### src/ist_pkg.sv
`timescale 1ns / 1ps

package ist_pkg;

	localparam int VALUE_W = 32;
	localparam int FUNC_W  = 2;
	localparam int COUNT_W = 5;

	localparam logic [FUNC_W-1:0] FUNC_LOOKUP = 2'd0;
	localparam logic [FUNC_W-1:0] FUNC_INSERT = 2'd1;
	localparam logic [FUNC_W-1:0] FUNC_REMOVE = 2'd2;

	typedef struct packed {
		logic [FUNC_W-1:0]         func;
		logic signed [VALUE_W-1:0] value;
	} cmd_word_t;

	typedef struct packed {
		logic               ok;
		logic               full_refused;
		logic [COUNT_W-1:0] count;
	} result_word_t;

	// per-cycle update control shared by every cell
	typedef struct packed {
		logic ins;
		logic rem;
	} cell_ctrl_t;

endpackage

### src/ist_cell.sv
`timescale 1ns / 1ps

module ist_cell #(
	parameter int IDX    = 0,
	parameter int IDX_W  = 4,
	parameter int CNT_W  = 5
) (
	input  logic                        clk,
	input  logic [ist_pkg::VALUE_W-1:0] cmp_value,
	input  logic [ist_pkg::VALUE_W-1:0] wr_value,
	input  logic [CNT_W-1:0]            count,
	input  logic [IDX_W-1:0]            pos,
	input  ist_pkg::cell_ctrl_t         ctrl,
	input  logic [ist_pkg::VALUE_W-1:0] nxt_data,
	output logic [ist_pkg::VALUE_W-1:0] data,
	output logic                        hit
);

	logic [ist_pkg::VALUE_W-1:0] data_q;
	logic                        live;

	assign live = CNT_W'(IDX) < count;
	assign hit  = live && (data_q == cmp_value);
	assign data = data_q;

	// remove pulls the neighbor's word down from the hit slot upward
	always_ff @(posedge clk) begin
		if (ctrl.rem && (IDX_W'(IDX) >= pos)) begin
			data_q <= nxt_data;
		end else if (ctrl.ins && (CNT_W'(IDX) == count)) begin
			data_q <= wr_value;
		end
	end

endmodule

### src/ist_enc.sv
`timescale 1ns / 1ps

module ist_enc #(
	parameter int N     = 16,
	parameter int IDX_W = 4
) (
	input  logic [N-1:0]     hits,
	output logic [IDX_W-1:0] pos,
	output logic             any
);

	// entries are distinct, so at most one hit bit is set
	always_comb begin
		pos = '0;
		for (int i = 0; i < N; i++) begin
			if (hits[i]) begin
				pos = pos | IDX_W'(i);
			end
		end
	end

	assign any = |hits;

endmodule

### src/integer_set_table.sv
`timescale 1ns / 1ps

// Channel  Direction  Handshake            Word
// cmd      in         start high, busy low func, value
// result   out        done, one cycle      ok, full_refused, count
//
// For each word, the accept edge latches the parallel compare of
// every cell against the value, the next edge updates the cell row (append or
// shift-down) and registers the result, so done is high in the cycle after busy.
// busy is high for a single cycle, and no new word is taken while it is high.
// arst_n clears the fill count and control; stored words need no reset.
// The receiver cannot stall: result is valid only while done is high.
module integer_set_table #(
	parameter int CAPACITY = 16
) (
	input  logic                  clk,
	input  logic                  arst_n,
	input  logic                  start,
	output logic                  busy,
	input  ist_pkg::cmd_word_t    cmd,
	output logic                  done,
	output ist_pkg::result_word_t result
);

	localparam int IDX_W = (CAPACITY > 1) ? $clog2(CAPACITY) : 1;
	localparam int CNT_W = $clog2(CAPACITY + 1);

	logic                        busy_q;
	logic                        done_q;
	logic [CNT_W-1:0]            count_q;
	ist_pkg::result_word_t       result_q;
	logic [ist_pkg::FUNC_W-1:0]  func_s1;
	logic [ist_pkg::VALUE_W-1:0] value_s1;
	logic [CAPACITY-1:0]         hit_s1;

	logic [CAPACITY-1:0]         hit_w;
	logic [ist_pkg::VALUE_W-1:0] data_w [CAPACITY];
	logic [IDX_W-1:0]            pos;
	logic                        hit_any;
	logic                        full;
	logic                        accept;
	ist_pkg::cell_ctrl_t         ctrl;
	logic                        ok_c;
	logic                        refused_c;
	logic [CNT_W-1:0]            count_nxt;

	assign accept = start && !busy_q;
	assign busy   = busy_q;
	assign done   = done_q;
	assign result = result_q;

	genvar g;
	generate
		for (g = 0; g < CAPACITY; g++) begin : g_cell
			logic [ist_pkg::VALUE_W-1:0] nxt;
			if (g + 1 < CAPACITY) begin : g_mid
				assign nxt = data_w[g+1];
			end else begin : g_end
				assign nxt = data_w[g];
			end
			ist_cell #(
				.IDX   (g),
				.IDX_W (IDX_W),
				.CNT_W (CNT_W)
			) u_cell (
				.clk       (clk),
				.cmp_value (cmd.value),
				.wr_value  (value_s1),
				.count     (count_q),
				.pos       (pos),
				.ctrl      (ctrl),
				.nxt_data  (nxt),
				.data      (data_w[g]),
				.hit       (hit_w[g])
			);
		end
	endgenerate

	ist_enc #(
		.N     (CAPACITY),
		.IDX_W (IDX_W)
	) u_enc (
		.hits (hit_s1),
		.pos  (pos),
		.any  (hit_any)
	);

	assign full = count_q == CNT_W'(CAPACITY);

	always_comb begin
		ctrl      = '0;
		ok_c      = 1'b0;
		refused_c = 1'b0;
		count_nxt = count_q;
		case (func_s1)
			ist_pkg::FUNC_LOOKUP: begin
				ok_c = hit_any;
			end
			ist_pkg::FUNC_INSERT: begin
				if (!hit_any) begin
					if (full) begin
						refused_c = 1'b1;
					end else begin
						ctrl.ins  = busy_q;
						ok_c      = 1'b1;
						count_nxt = count_q + CNT_W'(1);
					end
				end
			end
			ist_pkg::FUNC_REMOVE: begin
				if (hit_any) begin
					ctrl.rem  = busy_q;
					ok_c      = 1'b1;
					count_nxt = count_q - CNT_W'(1);
				end
			end
			default: begin
			end
		endcase
	end

	always_ff @(posedge clk or negedge arst_n) begin
		if (!arst_n) begin
			busy_q  <= 1'b0;
			done_q  <= 1'b0;
			count_q <= '0;
		end else begin
			busy_q <= accept;
			done_q <= busy_q;
			if (busy_q) begin
				count_q <= count_nxt;
			end
		end
	end

	always_ff @(posedge clk) begin
		if (accept) begin
			func_s1  <= cmd.func;
			value_s1 <= cmd.value;
			hit_s1   <= hit_w;
		end
		if (busy_q) begin
			result_q.ok           <= ok_c;
			result_q.full_refused <= refused_c;
			result_q.count        <= ist_pkg::COUNT_W'(count_nxt);
		end
	end

endmodule

### config.mk
export PLATFORM = sky130hd
export DESIGN_NAME = integer_set_table
export DESIGN_NICKNAME = d
export VERILOG_FILES = /design/src/ist_pkg.sv /design/src/ist_cell.sv /design/src/ist_enc.sv /design/src/integer_set_table.sv
export SDC_FILE = /design/constraint.sdc
export NUM_CORES = 1
export LEC_CHECK = 0
export BUFFER_PORTS_ARGS = -buffer_cell sky130_fd_sc_hd__buf_4
export CAP_MARGIN = 40
export CORE_ASPECT_RATIO = 1.4
export CORE_MARGIN = 3
export CORE_UTILIZATION = 45
export CTS_BUF_LIST = sky130_fd_sc_hd__clkbuf_2
export DETAILED_ROUTE_END_ITERATION = 8
export GPL_TIMING_DRIVEN = 1
export PLACE_DENSITY_LB_ADDON = 0.12
export SKIP_LAST_GASP = 1
export SLEW_MARGIN = 0
export SYNTH_ARGS = -nofsm -noshare
export SYNTH_HDL_FRONTEND = slang
export SYNTH_SLANG_ARGS = --single-unit
### constraint.sdc
create_clock -name clk -period 8.9 [get_ports clk]
set_input_delay 0.89 -clock clk [delete_from_list [all_inputs] [get_ports clk]]
set_output_delay 0.89 -clock clk [all_outputs]
set_load 0.02 [all_outputs]
Word-level counts from Yosys, hierarchy flattened
Index checks and enable logic that the tools add are counted. Widths: inputs -> output; s select.

Input bits: 37. Bits in registers: 576. Word-level logic and storage cells: 224. Output and inout port bits: 9.

Order comparisons: 32. $add $sub $neg: 2. Bitwise logic cells: 2. Reductions and logical operators: 70. Muxes and demuxes: 59. Equal/unequal tests: 34.

Operators by type and width (number): $mux 32 (30); $eq 32x32->1 (16); $logic_and 1x1->1 (49); $eq 4x5->1 const A (8); $lt 4x5->1 const A (8); $ge 4x4->1 const A (8); $mux 4 (8); $reduce_bool 2->1 (15); $eq 3x5->1 const A (4); $lt 3x5->1 const A (4); $reduce_or 17->1 (1); $ge 3x4->1 const A (4); $reduce_or 16->1 (1); $mux 5 (3); $mux 3 (4); $eq 2x5->1 const A (2); $lt 1x5->1 const A (2); $lt 2x5->1 const A (2); $mux 1 (10); $pmux 5 s2 (1); $ge 1x4->1 const A (2); $ge 2x4->1 const A (2); $add 5x1->5 const B (1); $eq 1x5->1 const A (1); 11 further kinds (13).

Depth between registers and ports, before layout
Word-level depth: 19. Gate-level depth with buffers: 9. Gate-level depth less buffers: 7.

Modules after synthesis
A second synthesis with hierarchy kept.

Cells, all modules: 2014. Area total of the unflattened synthesis: 30870.9 sq um.

Modules (own cells, without submodules): integer_set_table (cells an instance 149, times used 1, area an instance 2458.6 sq um, seq. area each 1886.8 sq um); ist_cell (g_cell[2].u_cell) (cells an instance 115, times used 1, area an instance 1861.8 sq um, seq. area each 960.9 sq um); ist_cell (g_cell[12].u_cell) (cells an instance 118, times used 1, area an instance 1858.0 sq um, seq. area each 960.9 sq um); ist_cell (g_cell[8].u_cell) (cells an instance 117, times used 1, area an instance 1854.3 sq um, seq. area each 960.9 sq um); ist_cell (g_cell[0].u_cell) (cells an instance 116, times used 1, area an instance 1849.3 sq um, seq. area each 960.9 sq um); ist_cell (g_cell[10].u_cell) (cells an instance 118, times used 1, area an instance 1769.2 sq um, seq. area each 960.9 sq um); ist_cell (g_cell[3].u_cell) (cells an instance 114, times used 1, area an instance 1764.2 sq um, seq. area each 960.9 sq um); ist_cell (g_cell[5].u_cell) (cells an instance 117, times used 1, area an instance 1755.4 sq um, seq. area each 960.9 sq um); ist_cell (g_cell[9].u_cell) (cells an instance 116, times used 1, area an instance 1755.4 sq um, seq. area each 960.9 sq um); ist_cell (g_cell[11].u_cell) (cells an instance 115, times used 1, area an instance 1752.9 sq um, seq. area each 960.9 sq um); ist_cell (g_cell[1].u_cell) (cells an instance 114, times used 1, area an instance 1744.2 sq um, seq. area each 960.9 sq um); ist_cell (g_cell[14].u_cell) (cells an instance 117, times used 1, area an instance 1741.7 sq um, seq. area each 960.9 sq um); ist_cell (g_cell[6].u_cell) (cells an instance 115, times used 1, area an instance 1741.7 sq um, seq. area each 960.9 sq um); ist_cell (g_cell[4].u_cell) (cells an instance 116, times used 1, area an instance 1726.7 sq um, seq. area each 960.9 sq um); 4 more rows.

Least setup slack after synthesis
Ideal clock, no wire load.

Kind: register to register. Start: reg hit_s1[0]. End: reg g_cell[11].u_cell.data_q, in the netlist g_cell[11].u_cell.data[0], enable pin. Buffers on the path: 0. Clock period less this slack: 5272 ps. Arrival time: 4762 ps. Setup slack: 3628 ps. Library setup time: 511 ps. Stages on the path, launching flop included: 5. Data required time: 8389 ps. Cells stage by stage: edfxtp_1 nor4_4 nand3_1 or2_0 o41ai_1.

Cells in the longest elaborated chain, start to end: 5. Elaborated cells on any way between the ends: 8. Classes of those cells: 4 x mux; 4 x reduce/logical.

RTL lines: start: declaration (RTL line integer_set_table.sv:34) `logic [CAPACITY-1:0] hit_s1;`; start signal: assignment (RTL line integer_set_table.sv:140) `hit_s1 <= hit_w;`; $reduce_or 16->1 (*) (RTL line ist_enc.sv:22) `assign any = |hits;`; $mux 1 (on tied branches) (RTL line integer_set_table.sv:100, integer_set_table.sv:111); $mux 1 (RTL line integer_set_table.sv:95) `case (func_s1)`; $logic_and 1x1->1 (on tied branches) (RTL line ist_cell.sv:30, ist_cell.sv:28); $reduce_bool 2->1 (no source line) (*); end signal: assignment (RTL line ist_cell.sv:29) `data_q <= nxt_data;`; end signal: assignment (RTL line ist_cell.sv:31) `data_q <= wr_value;`; end: declaration (RTL line ist_cell.sv:19) `logic [ist_pkg::VALUE_W-1:0] data_q;`.

Mark *: on every way between the ends. The rest lies on a longest branch, timed or not. A chain may end at the register's enable or synchronous reset.

Final worst setup path
Start: reg func_s1[0] (netlist bit). End: reg g_cell[5].u_cell.data_q, in the netlist g_cell[5].u_cell.data[27], enable pin.

Cells in the longest elaborated chain, start to end: 4. Elaborated cells on any way between the ends: 7. Classes of those cells: 2 x eq/ne; 2 x mux; 3 x reduce/logical.

RTL lines: start: declaration (RTL line integer_set_table.sv:32) `logic [ist_pkg::FUNC_W-1:0] func_s1;`; start signal: assignment (RTL line integer_set_table.sv:138) `func_s1 <= cmd.func;`; $eq 2x1->1 / $eq 2x2->1 (equally long branches) (RTL line integer_set_table.sv:95); $mux 1 (RTL line integer_set_table.sv:95); $logic_and 1x1->1 (on tied branches) (RTL line ist_cell.sv:30, ist_cell.sv:28); $reduce_bool 2->1 (no source line) (*); end signal: assignment (RTL line ist_cell.sv:29); end signal: assignment (RTL line ist_cell.sv:31); end: declaration (RTL line ist_cell.sv:19).

Marked as above.

==> run metrics <==
clock tree sinks=576; post-placement setup slack=5.26 ns; Worst Path Arrival=4.55 ns; final period utilization=41.2%; die footprint=70400 um2; Port Buffers=45; hold path depth=3; postcts setup bufs=0; Seq/Total Area, Yosys=57.1%; fraction of layout cells with a size suffix above 1=31.5%; fillcell total=5744; CTS tree=built; Slew @ Worst Pin=0.894 ns; cells after synthesis=2153; total power=5.46 mW; Mapped Area=30200 um2; htree depth=4; grt met1 use=30.9%; Rel. slew slack=40.4%; first-pass GRT wire length=143 mm; final instance area=33400 um2; YS warnings=0; syn_nets=2199; Initial Util=45.8%; Area contributors post-synth=edfxtp_1 (57%), mux2_2 (15%), xor2_1 (9.2%); max-slew violation count=0; Die Wd=225 um; post-layout min period=3.67 ns; Overall Global Routing Usage=28.9%; # setup viols final=0; Hold Buf Count CTS=36; antenna viol nets, final=0; origin of the critical flop-to-flop path=func_s1[0]$_DFFE_PP_; Commonest cells post-synth=edfxtp_1 (569), mux2_2 (401), xor2_1 (316); maximum number of pins on one net before global-route repair=52; Skew-Pair Late Insertion Delay=1.32 ns; Hold Violations, Final=0; Synth area leader=edfxtp_1; TNS Setup=0 ns; Overflow after GRT=0; power per cell area=164 nW/um2; GPL Wtd Cong=0.898; met2 Use GR=51.4%; Area Growth Syn to Fin=10.3%; Core Rows=111; RSZ-0062 raised after global routing=no; Required @ worst endpoint=9.78 ns; Core Area=66000 um2; # placed instances=2943; # IOs=46; EDFF count, synth=569; CP Capture Type=flop; Primary FF master, synth=edfxtp_1; DR vias=18636; Layout Skew=0.111 ns; cells on worst reg2reg path=7; Nets=2326; Hold Slack=0.329 ns; drt drc=0; HP Class=in2reg; outcome=complete, no violations; CP Class=reg2reg; FF-to-FF setup slack=5.23 ns; syn_area_per_cell=14.0 um2; Max-cap violations=0; Synth top area share=56.5%; post-DR vias/cell=5.80; CP startpoint kind=flop; Worst-path clk slew=0.10 ns; area post-placement=31800 um2; hold endpoint=busy$_DFF_PN0_; HPWL after DPL=70.3 mm; fin util=50.6%; initial antenna violation count=2; per-cell routed wire length=31.4 um; hold path startpoint=start; achievable clock frequency=273 MHz; Yosys cell types=60; leak pwr=11.2 nW; Max rail drop VDD=0.0870 mV; CTS buffer count=146; fin worst setup slack=5.23 ns; vias in the first global route=19896; clk buf depth=3; Final Non-Filler Cells=3211; Die Y=313 um; number of synthesized register bits=576; Crit Path Max Fanout=36; Post-CTS Resized=0; R2R Path End=g_cell[5].u_cell.data[27]$_DFFE_PP_; number of DRC markers in iteration 0=1382; Global Route met3 Usage=5.23%; most frequent cell after synthesis=edfxtp_1; Total Wirelength=101 mm; First-pass DRT Iterations=5; root buffer selected by CTS=clkbuf_2; FFs w/ async S/R, synth=1.22%; Most Crowded Layer GR=met2
==> state kept, by name, indices dropped and copies added (netlist names) <==
| signal | flops |
|---|---|
| hit_s1 | 16 |
| func_s1 | 2 |
| value_s1 | 32 |
| busy | 1 |
| done | 1 |
| count_q | 5 |
| result | 7 |
| g_cell.u_cell.data | 512 |
==> area by class of cell <==
class	count	area [um2]	area share, %
Sequential cell	576	17300	51.7
Multi-Input combinational cell	1407	12300	36.9
Timing Repair Buffer	141	1520	4.56
Tap cell	847	1060	3.18
Clock buffer	205	1030	3.08
Clock inverter	25	149	0.446
Inverter	8	30.0	0.0900
Antenna cell	2	5.00	0.0150
==> cells in the final DEF (no fill, tap or decap), drive strengths merged, types with 22 or more instances in the layout <==
cell type,instances
nand2,121
xnor2,196
nor4,94
xor2,316
mux2,448
nand4,63
edfxtp,569
dlygate4sd3,36
nand3,30
nor3,22
clkbuf,205
buf,104
==> worst max-delay path, cell delays in order, from the launching register on <==
cell      delay [ns]
edfxtp_1        0.42
inv_1           0.11
ha_1            0.48
nand2_1         0.30
nor2_1          0.30
nand2_2         0.50
a21oi_4         0.45
a31o_2          0.70
==> layer usage <==
layer  up-vias  share of wire [%]
li1       8286                  -
met1      9334                 35
met2       719                 52
met3       297                4.9
met4         0                8.0
met5         -                  0
==> worst max path at each step <==
stage,cells past startpoint,to,from
after floorplan,4,g_cell[11].u_cell.data[0]$_DFFE_PP_,hit_s1[0]$_DFFE_PP_
after global placement,7,g_cell[6].u_cell.data[21]$_DFFE_PP_,func_s1[0]$_DFFE_PP_
after detailed placement,7,g_cell[5].u_cell.data[21]$_DFFE_PP_,func_s1[0]$_DFFE_PP_
after CTS,7,g_cell[5].u_cell.data[27]$_DFFE_PP_,func_s1[0]$_DFFE_PP_
after global routing,7,g_cell[5].u_cell.data[26]$_DFFE_PP_,func_s1[0]$_DFFE_PP_
final,7,g_cell[5].u_cell.data[27]$_DFFE_PP_,func_s1[0]$_DFFE_PP_
==> kinds of logic (layout without fill, tap and decap cells) <==
kind of cell | after synthesis | in the layout | share of synthesized area, %
AOI/OAI and AO/OA | 60 | 60 | 1.61
xor gates and xnor gates | 512 | 512 | 14.8
adders and majority gates | 9 | 9 | 0.372
buffers and inverters | 170 | 379 | 2.55
DFF | 576 | 576 | 57.1
muxes | 450 | 450 | 16.8
other | 0 | 2 | 0
and+or+nand+nor | 376 | 376 | 6.80
==> where the power goes <==
part | leakage, nW | switching (mW) | internal (mW)
sequential | 5.23 | 0.0677 | 3.01
combinational | 5.01 | 0.407 | 0.228
clock | 0.926 | 1.08 | 0.662
(Power assumes the default switching activity.)
